**src/rtl/sifs_pkg.sv**
```systemverilog
package sifs_pkg;

  // Fixed frame layout.
  localparam logic [7:0] SYNC0     = 8'hA5;
  localparam logic [7:0] SYNC1     = 8'h5A;
  localparam logic [7:0] TYPE_SCAN = 8'h01;
  localparam logic [7:0] TYPE_IMU  = 8'h02;
  localparam logic [7:0] FLAG_BASE = 8'h01;

  localparam int HDR_BYTES    = 16;
  localparam int SAMPLE_BYTES = 5;
  localparam int IMU_PAYLOAD  = 10;
  localparam int IMU_LENGTH   = HDR_BYTES + IMU_PAYLOAD + 1;

  // Largest burst one item can cause is a whole IMU frame.
  localparam int BURST_BYTES = IMU_LENGTH;
  localparam int BURST_BITS  = BURST_BYTES * 8;
  localparam int CNT_W       = $clog2(BURST_BYTES + 1);

  localparam int COUNT_W     = 12;
  localparam int FRAME_LEN_W = 14;
  localparam int NEED_W      = 15;

  localparam int unsigned MAX_SAMPLES_DEF = 2048;
  localparam logic [FRAME_LEN_W-1:0] MAX_FRAME_RESET = 14'd10257;

  localparam logic [1:0] KIND_SCAN_HDR = 2'd0;
  localparam logic [1:0] KIND_SAMPLE   = 2'd1;
  localparam logic [1:0] KIND_IMU      = 2'd2;

  typedef struct packed {
    logic [1:0]         kind;
    logic [31:0]        sequence_req;
    logic [31:0]        time_ms;
    logic [COUNT_W-1:0] sample_count;
    logic               truncated;
    logic [15:0]        sample_angle;
    logic [15:0]        sample_distance;
    logic [7:0]         sample_quality;
    logic signed [15:0] yaw;
    logic signed [15:0] accel_x;
    logic signed [15:0] accel_y;
    logic signed [15:0] accel_z;
  } in_item_t;

  typedef struct packed {
    logic [7:0]             byte_value;
    logic                   frame_end;
    logic [FRAME_LEN_W-1:0] frame_length;
  } out_item_t;

  typedef struct packed {
    logic [7:0]             running_xor;
    logic [COUNT_W-1:0]     samples_left;
    logic                   scan_open;
    logic                   scan_dropping;
    logic [FRAME_LEN_W-1:0] current_length;
  } scan_state_t;

  // Bytes one item emits: byte i sits at bits [8*i +: 8].
  typedef struct packed {
    logic [BURST_BITS-1:0]  bytes;
    logic [CNT_W-1:0]       count;
    logic                   has_end;
    logic [FRAME_LEN_W-1:0] length;
  } burst_t;

  // The 16 header bytes, little-endian fields, sync byte first.
  function automatic logic [HDR_BYTES*8-1:0] hdr_bytes(
    input logic [7:0]  ftype,
    input logic [7:0]  flags,
    input logic [31:0] seq,
    input logic [31:0] t,
    input logic [15:0] cnt,
    input logic [15:0] plen
  );
    hdr_bytes = {plen, cnt, t, seq, flags, ftype, SYNC1, SYNC0};
  endfunction

  function automatic logic [7:0] xor_bytes(input logic [BURST_BITS-1:0] v);
    logic [7:0] acc;
    acc = 8'h00;
    for (int i = 0; i < BURST_BYTES; i++) begin
      acc = acc ^ v[8*i +: 8];
    end
    xor_bytes = acc;
  endfunction

endpackage

```
**src/rtl/sifs_stream_if.sv**
```systemverilog
interface sifs_in_if import sifs_pkg::*; ();
  logic     valid;
  logic     ready;
  in_item_t data;

  modport source (output valid, output data, input ready);
  modport sink (input valid, input data, output ready);
endinterface

interface sifs_out_if import sifs_pkg::*; ();
  logic      valid;
  logic      ready;
  out_item_t data;

  modport source (output valid, output data, input ready);
  modport sink (input valid, input data, output ready);
endinterface

```
**src/rtl/sifs_frame_build.sv**
```systemverilog
// Works out, for one item, the bytes it emits and the scan state it leaves.
module sifs_frame_build import sifs_pkg::*; #(
  parameter int unsigned MAX_SAMPLES = MAX_SAMPLES_DEF
) (
  input  in_item_t               item,
  input  scan_state_t            st,
  input  logic [FRAME_LEN_W-1:0] max_frame_bytes,
  output scan_state_t            st_nxt,
  output burst_t                 burst
);

  logic [NEED_W-1:0]      need;
  logic [15:0]            plen;
  logic                   too_many;
  logic                   too_long;
  logic [7:0]             flags;
  logic [7:0]             chk;
  logic [COUNT_W-1:0]     left_dec;
  logic [BURST_BITS-1:0]  vec;

  always_comb begin
    need     = (NEED_W'(item.sample_count) << 2) + NEED_W'(item.sample_count)
               + NEED_W'(HDR_BYTES + 1);
    plen     = (16'(item.sample_count) << 2) + 16'(item.sample_count);
    too_many = 32'(item.sample_count) > 32'(MAX_SAMPLES);
    too_long = need > {1'b0, max_frame_bytes};
    flags    = FLAG_BASE | {6'd0, item.truncated, 1'b0};
    left_dec = st.samples_left - COUNT_W'(1);
    vec      = '0;
    chk      = 8'h00;
    st_nxt   = st;
    burst    = '0;

    unique case (item.kind)
      KIND_SCAN_HDR: begin
        st_nxt = '0;
        if (too_many || too_long) begin
          if (item.sample_count != '0) begin
            st_nxt.scan_open     = 1'b1;
            st_nxt.scan_dropping = 1'b1;
            st_nxt.samples_left  = item.sample_count;
          end
        end else begin
          vec = BURST_BITS'(hdr_bytes(TYPE_SCAN, flags, item.sequence_req, item.time_ms,
                                      16'(item.sample_count), plen));
          chk = xor_bytes(vec);
          burst.length = need[FRAME_LEN_W-1:0];
          if (item.sample_count == '0) begin
            vec[8*HDR_BYTES +: 8] = chk;
            burst.count   = CNT_W'(HDR_BYTES + 1);
            burst.has_end = 1'b1;
          end else begin
            burst.count           = CNT_W'(HDR_BYTES);
            st_nxt.scan_open      = 1'b1;
            st_nxt.samples_left   = item.sample_count;
            st_nxt.running_xor    = chk;
            st_nxt.current_length = need[FRAME_LEN_W-1:0];
          end
          burst.bytes = vec;
        end
      end
      KIND_SAMPLE: begin
        if (st.scan_open) begin
          st_nxt.samples_left = left_dec;
          if (st.scan_dropping) begin
            if (left_dec == '0) begin
              st_nxt.scan_open     = 1'b0;
              st_nxt.scan_dropping = 1'b0;
            end
          end else begin
            vec = BURST_BITS'({item.sample_quality, item.sample_distance,
                               item.sample_angle});
            chk = st.running_xor ^ xor_bytes(vec);
            burst.length = st.current_length;
            if (left_dec == '0) begin
              vec[8*SAMPLE_BYTES +: 8] = chk;
              burst.count           = CNT_W'(SAMPLE_BYTES + 1);
              burst.has_end         = 1'b1;
              st_nxt.scan_open      = 1'b0;
              st_nxt.running_xor    = 8'h00;
              st_nxt.current_length = '0;
            end else begin
              burst.count        = CNT_W'(SAMPLE_BYTES);
              st_nxt.running_xor = chk;
            end
            burst.bytes = vec;
          end
        end
      end
      KIND_IMU: begin
        if ({1'b0, max_frame_bytes} >= NEED_W'(IMU_LENGTH)) begin
          vec = BURST_BITS'({16'h0000, item.accel_z, item.accel_y, item.accel_x, item.yaw,
                             hdr_bytes(TYPE_IMU, FLAG_BASE, item.sequence_req,
                                       item.time_ms, 16'd1, 16'(IMU_PAYLOAD))});
          chk = xor_bytes(vec);
          vec[8*(IMU_LENGTH-1) +: 8] = chk;
          burst.bytes   = vec;
          burst.count   = CNT_W'(IMU_LENGTH);
          burst.has_end = 1'b1;
          burst.length  = FRAME_LEN_W'(IMU_LENGTH);
        end
      end
      default: begin
        // The unused kind code emits nothing and leaves the state alone.
      end
    endcase
  end

endmodule

```
**src/rtl/scan_and_imu_frame_serializer.sv**
```systemverilog
// Channel   Direction  Contents
// in_ch     sink       one item: scan header, scan sample or IMU record
// out_ch    source     one item per frame byte: byte, end-of-frame mark, frame length
// cfg_*     write      max_frame_bytes, written whenever cfg_wr_en is high
//
// Bytes leave the output register at one per cycle while out_ch is ready. A scan
// header emits 16 bytes (17 for an empty scan), a sample 5 (6 with the checksum),
// an IMU record 27, each byte by way of the burst register. An item that emits
// nothing does not load the burst register. The next item is accepted in the
// cycle the last byte of the current burst moves to the output register.
// Reset is synchronous: scan state, both valid flags and the capacity register
// return to their reset values. A stall on out_ch holds the output item and,
// once the burst register is full, holds in_ch too.
module scan_and_imu_frame_serializer import sifs_pkg::*; #(
  parameter int unsigned MAX_SAMPLES = MAX_SAMPLES_DEF
) (
  input  logic                   clk,
  input  logic                   rst_n,
  input  logic                   cfg_wr_en,
  input  logic [FRAME_LEN_W-1:0] cfg_wr_data,
  sifs_in_if.sink                in_ch,
  sifs_out_if.source             out_ch
);

  // Capacity register and scan state carried from item to item.
  logic [FRAME_LEN_W-1:0] max_frame_r;
  scan_state_t            st_r;
  scan_state_t            st_nxt;
  burst_t                 burst;

  // Burst register: the bytes of the item being sent, shifted down one byte
  // each time a byte moves to the output register.
  logic [BURST_BITS-1:0]  buf_bytes_r;
  logic [CNT_W-1:0]       buf_cnt_r;
  logic [CNT_W-1:0]       buf_idx_r;
  logic                   buf_end_r;
  logic [FRAME_LEN_W-1:0] buf_len_r;
  logic                   buf_valid_r;

  // Output register.
  out_item_t              out_r;
  logic                   out_valid_r;

  logic move;
  logic last;
  logic in_ready;
  logic in_fire;

  sifs_frame_build #(
    .MAX_SAMPLES (MAX_SAMPLES)
  ) u_build (
    .item            (in_ch.data),
    .st              (st_r),
    .max_frame_bytes (max_frame_r),
    .st_nxt          (st_nxt),
    .burst           (burst)
  );

  // A byte moves whenever the output register is empty or being emptied.
  assign move     = buf_valid_r && (!out_valid_r || out_ch.ready);
  assign last     = buf_idx_r == (buf_cnt_r - CNT_W'(1));
  assign in_ready = !buf_valid_r || (move && last);
  assign in_fire  = in_ch.valid && in_ready;

  assign in_ch.ready  = in_ready;
  assign out_ch.valid = out_valid_r;
  assign out_ch.data  = out_r;

  always_ff @(posedge clk) begin
    if (!rst_n) begin
      max_frame_r <= MAX_FRAME_RESET;
    end else if (cfg_wr_en) begin
      max_frame_r <= cfg_wr_data;
    end
  end

  always_ff @(posedge clk) begin
    if (!rst_n) begin
      st_r <= '0;
    end else if (in_fire) begin
      st_r <= st_nxt;
    end
  end

  always_ff @(posedge clk) begin
    if (!rst_n) begin
      buf_valid_r <= 1'b0;
      buf_idx_r   <= '0;
    end else begin
      if (in_fire && (burst.count != '0)) begin
        buf_valid_r <= 1'b1;
        buf_idx_r   <= '0;
      end else if (move) begin
        buf_valid_r <= !last;
        buf_idx_r   <= buf_idx_r + CNT_W'(1);
      end
    end
  end

  // Burst payload needs no reset; buf_valid_r qualifies it.
  always_ff @(posedge clk) begin
    if (in_fire && (burst.count != '0)) begin
      buf_bytes_r <= burst.bytes;
      buf_cnt_r   <= burst.count;
      buf_end_r   <= burst.has_end;
      buf_len_r   <= burst.length;
    end else if (move) begin
      buf_bytes_r <= buf_bytes_r >> 8;
    end
  end

  always_ff @(posedge clk) begin
    if (!rst_n) begin
      out_valid_r <= 1'b0;
    end else if (move) begin
      out_valid_r <= 1'b1;
    end else if (out_ch.ready) begin
      out_valid_r <= 1'b0;
    end
  end

  always_ff @(posedge clk) begin
    if (move) begin
      out_r.byte_value   <= buf_bytes_r[7:0];
      out_r.frame_end    <= buf_end_r && last;
      out_r.frame_length <= buf_len_r;
    end
  end

endmodule

```
**src/flat_wrapper.sv**
```systemverilog
// flat-port wrapper written by rule: the top's interface ports become plain ports
module scan_and_imu_frame_serializer_flat import sifs_pkg::*;
#(
  parameter int unsigned MAX_SAMPLES = MAX_SAMPLES_DEF
)
  (clk, rst_n, cfg_wr_en, cfg_wr_data, in_ch_valid, in_ch_data, in_ch_ready, out_ch_valid, out_ch_data, out_ch_ready);
  sifs_in_if in_ch_i ();
  sifs_out_if out_ch_i ();
  input  logic clk;
  input  logic rst_n;
  input  logic cfg_wr_en;
  input  logic [FRAME_LEN_W-1:0] cfg_wr_data;
  input wire logic [$bits(in_ch_i.valid)-1:0] in_ch_valid;
  input wire logic [$bits(in_ch_i.data)-1:0] in_ch_data;
  output wire logic [$bits(in_ch_i.ready)-1:0] in_ch_ready;
  output wire logic [$bits(out_ch_i.valid)-1:0] out_ch_valid;
  output wire logic [$bits(out_ch_i.data)-1:0] out_ch_data;
  input wire logic [$bits(out_ch_i.ready)-1:0] out_ch_ready;
  assign in_ch_i.valid = in_ch_valid;
  assign in_ch_i.data = in_ch_data;
  assign in_ch_ready = in_ch_i.ready;
  assign out_ch_valid = out_ch_i.valid;
  assign out_ch_data = out_ch_i.data;
  assign out_ch_i.ready = out_ch_ready;
  scan_and_imu_frame_serializer #(.MAX_SAMPLES(MAX_SAMPLES)) u_core (.clk(clk), .rst_n(rst_n), .cfg_wr_en(cfg_wr_en), .cfg_wr_data(cfg_wr_data), .in_ch(in_ch_i), .out_ch(out_ch_i));
endmodule
```
**config.mk**
```make
export PLATFORM = sky130hd
export DESIGN_NAME = scan_and_imu_frame_serializer_flat
export DESIGN_NICKNAME = d
export VERILOG_FILES = /design/src/rtl/sifs_pkg.sv /design/src/rtl/sifs_stream_if.sv /design/src/rtl/sifs_frame_build.sv /design/src/rtl/scan_and_imu_frame_serializer.sv /design/src/flat_wrapper.sv
export SDC_FILE = /design/constraint.sdc
export NUM_CORES = 1
export LEC_CHECK = 0
export BUFFER_PORTS_ARGS = -buffer_cell sky130_fd_sc_hd__buf_2
export CORE_UTILIZATION = 63
export CTS_BUF_LIST = sky130_fd_sc_hd__clkbuf_4 sky130_fd_sc_hd__clkbuf_8 sky130_fd_sc_hd__clkbuf_16
export CTS_CLUSTER_DIAMETER = 150
export DETAILED_ROUTE_END_ITERATION = 8
export PLACE_DENSITY = 0.95
export SLEW_MARGIN = 20
export SYNTH_ARGS = -nofsm -noshare
export SYNTH_HDL_FRONTEND = slang
export SYNTH_SLANG_ARGS = --single-unit
export TNS_END_PERCENT = 1
```
**constraint.sdc**
```tcl
create_clock -name clk -period 26.6 [get_ports clk]
set_input_delay 1.33 -clock clk [delete_from_list [all_inputs] [get_ports clk]]
set_output_delay 1.33 -clock clk [all_outputs]
set_load 0.02 [all_outputs]
```
### Word-level counts from Yosys, hierarchy flattened

Cells that the tools add are included.
W data, S select, Z words.

* add/subtract/negate cells: 6
* $lt $le $gt $ge: 3
* equal/unequal tests: 6
* multiplexer cells: 34
* bitwise operators: 37
* reduce and logical (&&, ||, !) cells: 24

Operator list (count)
* $pmux W236 S3: 1
* $mux W216: 2
* $xor A8 B8 Y8: 30
* $mux W236: 1
* $mux W156: 1
* $mux W68: 2
* $pmux W36 S2: 1
* $mux W14: 5
* $mux W8: 5
* $mux W36: 1
* $add A14 B12 Y15: 2
* $logic_not A12 Y1: 2
* $mux W21: 1
* $add A15 B5 Y15 const B: 1
* $gt A15 B14 Y1: 1
* $ge A14 B5 Y1 const B: 1
* $mux W13: 1
* $gt A12 B12 Y1 const B: 1
* $reduce_bool A12 Y1: 1
* $sub A12 B1 Y12 const B: 1
* $mux W1: 11
* $xor A8 B4 Y8: 1
* $xor A8 B7 Y8: 1
* $not A1 Y7: 1
* other kinds (22): 35

* register bits after elaboration: 316
* output and inout bits: 25

### Depth between registers and ports, before layout

Gate-level depths: netlist of run 1.

* word-level depth: 22
* depth in mapped cells: 20

### Hierarchy

From an unflattened synthesis of run 1, not the netlist that was laid out.

* cell total of the unflattened synthesis: 1603
* area total of the unflattened synthesis: 19203.4 µm²

By module, submodules not included
* scan_and_imu_frame_serializer: times used 1, cells each 757, area an instance 13212.7 µm², sequential area each 8918.6 µm²
* sifs_frame_build: times used 1, cells each 846, area an instance 5990.7 µm², sequential area each 0.0 µm²

### Worst setup path before layout of run 1

OpenSTA, ideal clock, no wires.

* path kind: input-to-reg
* from: in in_ch_data[107]
* to: reg u_core.buf_bytes_r[0], enable pin
* arrival: 10054 ps
* required time: 25984 ps
* setup slack: 15930 ps
* stages: 19
* cells stage by stage: inv_1 ha_1 inv_1 ha_1 a31oi_1 nand3_1 a2111oi_0 o41ai_1 a21oi_1 xnor2_1 ha_1 and3_1 a221oi_1 nand2_1 o21a_1 nor4_4 o21ai_4 clkbuf_1 nand2b_1

* longest elaborated chain between the ends: 9

RTL lines
* from (decl): line flat_wrapper.sv:14 `input wire logic [$bits(in_ch_i.data)-1:0] in_ch_data;`
* $add A14 B12 Y15: line sifs_frame_build.sv:22 `need = (NEED_W'(item.sample_count) << 2) + NEED_W'(item.sample_count)`
* $add A15 B5 Y15: line sifs_frame_build.sv:23 `+ NEED_W'(HDR_BYTES + 1);`
* $gt A15 B14 Y1: line sifs_frame_build.sv:26 `too_long = need > {1'b0, max_frame_bytes};`
* $logic_or A1 B1 Y1: line sifs_frame_build.sv:37 `if (too_many || too_long) begin`
* $mux W156 *: line sifs_frame_build.sv:37
* $pmux W236 S3 *: line sifs_frame_build.sv:34 `unique case (item.kind)`
* $reduce_bool A5 Y1 *: line scan_and_imu_frame_serializer.sv:102 `if (in_fire && (burst.count != '0)) begin`
* $logic_and A1 B1 Y1 *: line scan_and_imu_frame_serializer.sv:102
* $reduce_bool A2 Y1 (no line) *
* to (signal assigned): line scan_and_imu_frame_serializer.sv:103 `buf_bytes_r <= burst.bytes;`
* to (signal assigned): line scan_and_imu_frame_serializer.sv:108 `buf_bytes_r <= buf_bytes_r >> 8;`
* to (decl): line scan_and_imu_frame_serializer.sv:33 `logic [BURST_BITS-1:0] buf_bytes_r;`

Every way passes the cells marked *; elsewhere a longest branch is shown, timed or not.
A chain may end at the register's enable or synchronous reset.

### Worst setup path in the final report of run 1

* from: in in_ch_data[109]
* to: reg u_core.buf_bytes_r[152], enable pin

The elaborated chain is that of the path after synthesis.

==> metrics.txt, run 1 <==
Iteration-0 DRC Markers about 1400; post-synth top area cell edfxtp_1; final slew viol count 0; post-layout util between 70% and 80%; kind of end point of the critical path register; num ports 227; Final GP Congestion about 0.9; Switch Pwr 0.392 mW; Worst R2R Start u_core.buf_cnt_r[0]; crit path DAT ~8500 ps; sequential share of the synthesized area 54.4%; initial core utilization 64.8%; CTS root buf clkbuf_16; RR Endpoint u_core.buf_bytes_r[152]; wire per inst ~22 um; final hold vios 0; Overall Global Routing Usage ~31%; Final setup viols 0; die area 0.0267 mm2; vias in the first global route between 10000 and 15000; max cap viols 0; initial antenna violation count 4; Worst Hold Class register to register; Leak between 7 and 8 nW; RSZ-0062 raised after global routing no; status finished clean; post-layout instance count excluding filler cells 1894; Worst R2R Path Depth 11; distinct cell type count after synthesis 75; vias 12100; Max-slew headroom about a quarter; Clock power frac about a third; first drt pass iteration count 6; final hold slack 420 ps; Post-Syn Instances about 1300; post-placement setup slack ~18000 ps; VDD IR max between 0.06 and 0.07 mV; r2r setup slk 21190 ps; Slew @ Worst Pin 1140 ps; Seq pwr share a little under half; top cell type's share of synthesized area 47.4%; cell-internal power between 1 and 1.5 mW; Placed Cells between 1500 and 2000; Area Overhead vs Synth 14.5%; Rows slightly below 60; Num CTS Buffers 31; H-tree levels 1; Mapped Nets 1593; global-route wire length before repair 63900 um; Comb pwr share between 20 and 25%; layout cells sized above 1 slightly above 20%; setup total negative slack 0 ps; Post-CTS Setup Inserts 0; Synth Register Bits roughly 320; Worst Setup Start Kind primary input; antenna viol nets, final 0; largest net degree at the start of global routing a little over 100; Post-Synthesis Cell Area about 0.016 mm2; cts hold-fix bufs 0; share of synthesized registers carrying an async set or reset 0%; switching share of power between 20% and 30%; Avg Cell Area, Syn around 12 um2; post-route minimum period 8290 ps; # nets final ~1800; power per cell area 74.2 mW/mm2; Crit Path Max Fanout between 80 and 90; core area between 0.02 and 0.03 mm2; drt total wl ~42000 um; skew final ~14 ps; Area contributors post-synth edfxtp_1, xnor2_1, a22o_1; CP Data Required Time 26780 ps; Synth warnings 0; CTS tree built; DRC 0; Vias/cell between 6 and 7; clk_lat worst skew 570 ps; Die Wd around 160 um; Hold EP u_core.out_ch.data[4]; period utilisation layout 31.2%; hold_sp u_core.buf_len_r[4]; final worst slack between 15000 and 20000 ps; post-detail-place hpwl 28900 um; EDFF count, synth between 200 and 300; Cells on Worst Hold Path 0; Worst-path clk slew about 60 ps; Setup crit start in_ch_data[109]; FILL cells about 1500; die height ~160 um; TritonCTS Sinks between 300 and 400; Top FF cell, synth edfxtp_1; CTS resizes 0; highest clock rate 121 MHz; Port Buffer Count 226; critical setup path kind primary input to register; worst-case clock buffer depth 3; grt ovf 0
[cell usage in the layout (no fill, tap or decap), types with 14 or more instances in the layout]
cell	instances
ha_1	43
a22o_1	156
nand4_1	18
mux2i_1	16
edfxtp_1	259
nor3_1	18
nor2_1	50
nand2_1	79
nand3_1	14
xnor2_1	187
clkbuf_16	31
and2_1	36
inv_1	44
buf_2	226
o21ai_0	50
dfxtp_1	57
a21oi_1	40
xor2_1	25
[metrics by stage]
step,instance area [um2],power (mW)
CTS,18800,1.39
global route,18800,1.43
global placement,17700,0.921
detailed placement,17700,0.936
floorplan,16400,0.848
finish,18800,1.39
[flip-flops by register name (all words and copies together), names as in the netlist]
| register | count |
|---|---|
| u_core.st_r | 36 |
| u_core.out_ch.valid | 1 |
| u_core.buf_bytes_r | 216 |
| u_core.buf_valid_r | 1 |
| u_core.max_frame_r | 14 |
| u_core.out_ch.data | 23 |
| u_core.buf_len_r | 14 |
| u_core.buf_idx_r | 5 |
| u_core.buf_cnt_r | 5 |
| u_core.buf_end_r | 1 |
[critical path, cell delays in order]
cell	delay (ps)
buf_2	240
inv_1	120
ha_1	400
inv_1	70
ha_1	320
a31oi_1	210
nand3_1	180
a2111oi_0	760
o41ai_1	160
a21oi_1	210
xnor2_1	190
ha_1	300
and3_1	170
a221oi_1	360
nand2_1	90
o21a_1	270
nor4_4	310
o21ai_4	190
nand2b_4	880
buf_4	800
buf_4	800
[routing by layer]
layer,wire length (um),global-route usage [%]
met1,16000,41.1
met2,20400,52.3
met3,4000,4.52
met4,1600,12.6
met5,0,0
[cell type report]
type | instances | area, um2 | area share (%)
sequential | 316 | 8920 | 47.5
multi-input combinational | 904 | 7000 | 37.3
timing repair buffer | 238 | 1220 | 6.50
clock buffer | 42 | 865 | 4.60
tap | 330 | 413 | 2.20
clock inverter | 15 | 185 | 0.986
inverter | 45 | 169 | 0.899
antenna | 4 | 10.0 | 0.0533
[cell families (layout without fill, tap and decap cells)]
kind of cell	after synthesis	after routing	synth area share (%)
xor+xnor	216	216	11.9
mux	34	34	2.21
flops	316	316	54.4
fa+ha+maj	49	49	4.01
buf+inv	122	340	3.09
compound gates	336	336	16.0
simple gates	269	269	8.36
other cells	0	4	0
[synthesized netlist by cell type, types with 3 or more instances]
library cell,instances
nand2_1,79
buf_1,6
a221oi_1,4
a32o_1,4
o21a_1,3
nand4b_1,5
mux2_1,12
a21oi_1,40
fa_1,6
a41oi_1,3
o211ai_1,7
a211oi_1,5
nand2b_1,7
nor3_1,19
nor2b_1,11
or2_2,4
mux2i_1,16
buf_4,3
dfxtp_1,57
nand3_1,14
o21ai_0,50
o311a_1,3
buf_2,23
xor2_1,25
edfxtp_1,259
mux2_2,6
xnor2_1,187
nand4_1,18
a22o_1,156
inv_1,44
and2_1,37
ha_1,43
a221o_1,12
a31oi_1,3
nor3b_1,4
and3_1,6
o22a_1,9
o41ai_1,3
nor4_1,3
nor2_1,50
a21o_1,4
o221a_2,7
o2bb2ai_1,3
clkbuf_1,43
[worst max path at each step]
stage	end	slack (ps)	cells after the start
after floorplan	u_core.buf_bytes_r[0]	15930	19
after global placement	u_core.buf_bytes_r[160]	18120	21
after detailed placement	u_core.buf_bytes_r[160]	17900	21
after CTS	u_core.buf_bytes_r[160]	18440	21
after global routing	u_core.buf_bytes_r[168]	17920	21
final	u_core.buf_bytes_r[152]	18310	21
[power by group through the flow]
stage	clock network (mW)	logic [mW]	registers, mW
floorplan	0	0.207	0.641
global placement	0	0.288	0.633
detailed placement	0	0.300	0.636
CTS	0.455	0.305	0.627
global route	0.474	0.330	0.631
finish	0.455	0.310	0.628
(Power assumes the default switching activity.)
==> inputs of run 2 (changes only) <==
Settings changed: CORE_UTILIZATION 63 to 53, PLACE_DENSITY 0.95 to 0.89.
Clock period 26.6 ns to 6.95 ns, I/O delays scaled along.
==> metrics.txt, run 2 (synthesis results as in run 1) <==
status finished clean; critical setup path kind primary input to register; Area Overhead vs Synth 15.2%; largest net degree at the start of global routing 97 (-5.8%); final slew viol count 0 (unchanged); TritonCTS Sinks 316 (unchanged); Worst Hold Class primary input to register; final hold vios 0 (unchanged); Worst Setup Start Kind primary input; post-route minimum period between 5000 and 6000 ps; Tot Pwr 5.21 mW (+270%); post-detail-place hpwl 28800 um (-0.13%); initial antenna violation count 4 (unchanged); clk_lat worst skew 570 ps (about the same); Final setup viols 0 (unchanged); Vias/cell 6.11 (-4.8%); crit-path most repeated cell ha_1; skew final 12.8 ps (-1.57 ps); Worst-path clk slew 60 ps (about the same); Final GP Congestion 0.916 (+0.16%); Cell Area, Placed 0.0179 mm2 (+0.90%); FILL cells 2273 (+47%); CP cell instances buf_2 -> inv_1 -> ha_1 -> inv_1 -> ha_1 -> a31oi_1 -> nand3_1 -> a2111oi_0 -> o41ai_1 -> a21oi_1 -> xnor2_1 -> ha_1 -> and3_1 -> nand3_1 -> mux2i_1 -> o21a_1 -> nor4_4 -> o21ai_4 -> inv_2 -> buf_4 -> nor3_1; first drt pass iteration count 7 (+1); crit path DAT 6200 ps (-2270 ps); CTS tree built; max cap viols 0 (unchanged); most common cell after layout, fill and taps aside edfxtp_1; Overall Global Routing Usage 25.4% (-5.9 points); antenna viol nets, final 0 (unchanged); post-placement setup slack 713 ps (-17190 ps); Die Wd 178 um (+8.9%); FF+latch area 0.00892 mm2 (unchanged); layout cells sized above 1 20.6% (about the same); H-tree levels 1 (unchanged); Max-slew headroom 35.7% (+12 points); highest clock rate approximately 170 MHz; Final Instance Area 0.0189 mm2 (+0.59%); die area 0.0317 mm2 (+19%); grt ovf 0 (unchanged); Rows 64 (+10%); Top delay family on crit path compound AO/OA/AOI/OAI gates; wire per inst 20.8 um (-6.3%); CTS root buf clkbuf_16; Post-CTS Setup Inserts 0 (unchanged); core area 0.0305 mm2 (+20%); Buf/Inv on CP 5 (unchanged); final worst slack 1220 ps (-17090 ps); Port Buffer Count 226 (unchanged); worst-case clock buffer depth 3 (unchanged); period utilisation layout 82.4%; Iteration-0 DRC Markers 1363 (-1.7%); Largest Register u_core.buf_bytes_r; vias 12000 (-1.1%); multi-input logic area 0.00700 mm2 (about the same); power per cell area 276 mW/mm2 (+270%); commonest non-fill, non-tap cells in the layout edfxtp_1, buf_2, xnor2_1; drt total wl 40900 um (-2.7%); max FFs per register 216 (unchanged); CP Data Required Time 7420 ps (-19360 ps); RSZ-0062 raised after global routing no; Slew @ Worst Pin 961 ps (-177 ps); initial core utilization 53.8% (-11 points); die height 178 um (+8.9%); Crit Path Max Fanout 35 (-58%); kind of end point of the critical path register; Leak 7.07 nW (about the same); DRC 0 (unchanged); setup total negative slack 0 ps (unchanged); CP peak stage delay 770 ps (-110 ps); VDD IR max 0.230 mV (+250%); vias in the first global route 11500 (-2.4%); Num CTS Buffers 31 (unchanged); # nets final 1792 (+0.28%); Critical-path top delay cell o21ai_4; num ports 227 (unchanged); global-route wire length before repair 62400 um (-2.3%)
## run 2: cell types whose count changed in the layout (fill, tap and decap cells not counted), moves of 2 or more
cell	before	now
diode_2	4	7
buf_12	0	4
clkinv_1	3	5
dlygate4sd3_1	0	2
bufinv_16	4	1
inv_6	2	0
## run 2: tightest hold or removal path, cell delays in order
cell,delay (ps)
buf_2,80
nand2_1,50
o211ai_1,70
## run 2: area by class of cell
type                            instances  area share [%]
Clock inverter                         13           0.537
Tap cell                              396            2.62
Sequential cell                       316            47.2
Antenna cell                            7          0.0927
Multi-Input combinational cell        904            37.0
Inverter                               45           0.894
Timing Repair Buffer                  243            6.96
Clock buffer                           43            4.65
## run 2: layer usage
| metal | GRT usage (%) | vias to the layer above | wire length [um] | share of wire (%) |
|---|---|---|---|---|
| li1 | - | 5423 | - | - |
| met1 | 34.2 | 5815 | 16300 | 40 |
| met2 | 41.3 | 692 | 19300 | 47 |
| met3 | 3.79 | 82 | 3780 | 9.2 |
| met4 | 9.76 | 0 | 1500 | 3.7 |
| met5 | 0 | - | 0 | 0 |
## run 2: what timing repair did
action / 4_1_cts / 5_1_grt
hold endpoints to repair: 2 / 0
resized for setup: 0 / 0
hold buffers: 2 / 0
## run 2: final timing paths
kind                       start                endpoint  slack [ps]  depth (start not counted)
min              cfg_wr_data[11]  u_core.max_frame_r[11]          10                          3
min reg2reg  u_core.buf_len_r[6]   u_core.out_ch.data[6]         420                          0
max              in_ch_data[109]     u_core.buf_idx_r[4]        1220                         21
max reg2reg  u_core.buf_cnt_r[0]     u_core.buf_len_r[2]        3030                         10
## run 2: report_power, final
| group | internal (mW) | switching (mW) | leakage, nW |
|---|---|---|---|
| registers | 2.32 | 0.0715 | 2.93 |
| logic | 0.496 | 0.686 | 3.64 |
| clock network | 0.920 | 0.717 | 0.494 |
| total | 3.74 | 1.47 | 7.07 |
## run 2: stage by stage
stage	instances	utilization [%]	hold slack, ps
after floorplan	1342	-	400
after global placement	1902	58.6	401
after detailed placement	1902	58.6	405
after CTS	1960	61.9	5.23
after global routing	1964	61.9	17.6
final	1967	61.9	10.4
==> inputs of run 3 (changes only) <==
Clock period 6.95 ns to 4.8 ns, I/O delays scaled along.
==> metrics.txt, run 3 (synthesis results as in run 1) <==
initial core utilization 53.8% (unchanged); TritonCTS Sinks 316 (unchanged); highest clock rate between 200 and 250 MHz; Area Overhead vs Synth 19.2%; Iteration-0 DRC Markers 1368 (+0.37%); global-route wire length before repair 63900 um (+2.5%); CTS resizes 0 (unchanged); FILL cells 2150 (-5.4%); die height 178 um (unchanged); clk_lat worst skew 530 ps (-40 ps); largest net degree at the start of global routing 110 (+13%); Critical-path top delay cell or4_1; Die Wd 178 um (unchanged); Cells on Worst Hold Path 2 (-1); Largest Register u_core.buf_bytes_r; final slew viol count 0 (unchanged); power per cell area 409 mW/mm2 (+48%); wire per inst 21.0 um (+1.0%); crit path DAT 4910 ps (-1290 ps); vias in the first global route 11900 (+3.4%); CP cell instances buf_2 -> ha_4 -> inv_1 -> fa_1 -> nor2b_4 -> nor3_1 -> a31o_2 -> a31o_2 -> o41ai_2 -> xnor2_1 -> ha_1 -> a21o_1 -> a221oi_2 -> mux2i_1 -> o21a_1 -> buf_4 -> or4_1 -> o21ai_0 -> mux2_1; # nets final 1832 (+2.2%); VDD IR max 0.274 mV (+19%); status finished clean; RR Endpoint u_core.buf_bytes_r[133]; Worst Setup Start Kind primary input; Worst R2R Path Depth 11 (+1); CTS root buf clkbuf_16; kind of end point of the critical path register; post-route minimum period approximately 4500 ps; die area 0.0317 mm2 (unchanged); core area 0.0305 mm2 (unchanged); first drt pass iteration count 5 (-2); final hold vios 0 (unchanged); Port Buffer Count 226 (unchanged); Final GP Congestion 0.950 (+3.7%); Worst-path clk slew 60 ps (about the same); critical setup path kind primary input to register; r2r setup slk 1390 ps (-1640 ps); post-layout instance count excluding filler cells 2009 (+2.1%); setup total negative slack 0 ps (unchanged); H-tree levels 2 (+1); Rows 64 (unchanged); WP depth 19 (-9.5%); Setup crit start in_ch_data[110]; antenna viol nets, final 0 (unchanged); Worst Hold Class primary input to register; Final setup viols 0 (unchanged); Critical Path Sink u_core.buf_bytes_r[133]; Placed Cells 1926 (+1.3%); multi-input logic area 0.00708 mm2 (+1.1%); final worst slack 282 ps (-940 ps); max FFs per register 216 (unchanged); Buf/Inv on CP 3 (-2); Overall Global Routing Usage 26.3% (+0.90 points); Slew @ Worst Pin 957 ps (-4.45 ps); Vias/cell 6.15 (+0.69%); final hold slack 22.3 ps (+11.9 ps); initial antenna violation count 4 (unchanged); period utilisation layout 94.1%; drt total wl 42200 um (+3.2%); Max-slew headroom 36.2% (+0.54 points); grt ovf 0 (unchanged); Worst R2R Start u_core.buf_cnt_r[0]; Crit Path Max Fanout 9 (-74%); FF+latch area 0.00892 mm2 (unchanged); CP Data Required Time 5190 ps (-2230 ps); num ports 227 (unchanged); Top delay family on crit path compound AO/OA/AOI/OAI gates; vias 12400 (+2.8%); skew final 13.7 ps (+0.962 ps); CP peak stage delay 680 ps (-90 ps); commonest non-fill, non-tap cells in the layout edfxtp_1, buf_2, xnor2_1; layout cells sized above 1 22.7% (+2.1 points); Leak 7.35 nW (+4.0%); crit-path most repeated cell a31o_2; Num CTS Buffers 35 (+13%); DRC 0 (unchanged); post-detail-place hpwl 30100 um (+4.3%); CTS tree built; max cap viols 0 (unchanged); RSZ-0062 raised after global routing no; most common cell after layout, fill and taps aside edfxtp_1; worst-case clock buffer depth 3 (unchanged); post-placement setup slack -52.9 ps (-766 ps)
==> run 3: cell count changes in the layout (fill, tap and decap cells not counted), sizes merged <==
cell,change
buf,+24
dlygate4sd3,+12
clkinv,+4
clkinvlp,+3
bufinv,+2
clkbuf,-1
diode,-1
inv,-1
==> run 3: what timing repair did <==
action	CTS	global route
buffers inserted	0	0
endpoints found under the hold margin	14	0
endpoints found under the setup margin	0	0
hold buffers	14	0
==> run 3: worst min path at each step <==
stage	start	endpoint	slack, ps
global route	in_ch_data[173]	u_core.buf_bytes_r[56]	20
detailed placement	u_core.buf_bytes_r[6]	u_core.out_ch.data[21]	410
global placement	u_core.buf_bytes_r[6]	u_core.out_ch.data[21]	400
floorplan	cfg_wr_data[0]	u_core.max_frame_r[0]	370
CTS	in_ch_data[97]	u_core.buf_bytes_r[9]	3
finish	in_ch_data[97]	u_core.buf_bytes_r[9]	20
==> run 3: area by class of cell <==
type,count,share of cell area (%)
Clock buffer,42,4.85
Timing Repair Buffer,279,8.71
Tap cell,396,2.54
Sequential cell,316,45.6
Antenna cell,6,0.0768
Clock inverter,21,1.12
Multi-Input combinational cell,904,36.2
Inverter,45,0.883
==> run 3: through the flow <==
step | total power [mW] | instance area [um2] | utilization (%)
after floorplan | 4.67 | 16500 | -
after global placement | 5.20 | 18200 | 59.7
after detailed placement | 5.28 | 18200 | 59.7
after CTS | 7.97 | 19500 | 64.0
after global routing | 8.24 | 19500 | 64.0
final | 7.99 | 19500 | 64.1
==> run 3: per-layer routing <==
metal | track usage (%) | up-vias | wire length (um)
met5 | 0 | - | 0
met4 | 14.5 | 0 | 2480
met3 | 4.78 | 160 | 3840
met2 | 41.5 | 756 | 19400
met1 | 34.3 | 5915 | 16500
li1 | - | 5522 | -
==> run 3: where the power goes <==
group          switching (mW)  internal [mW]  total [mW]
logic                    1.04          0.779        1.82
registers               0.108           3.36        3.47
clock network            1.11           1.59        2.70
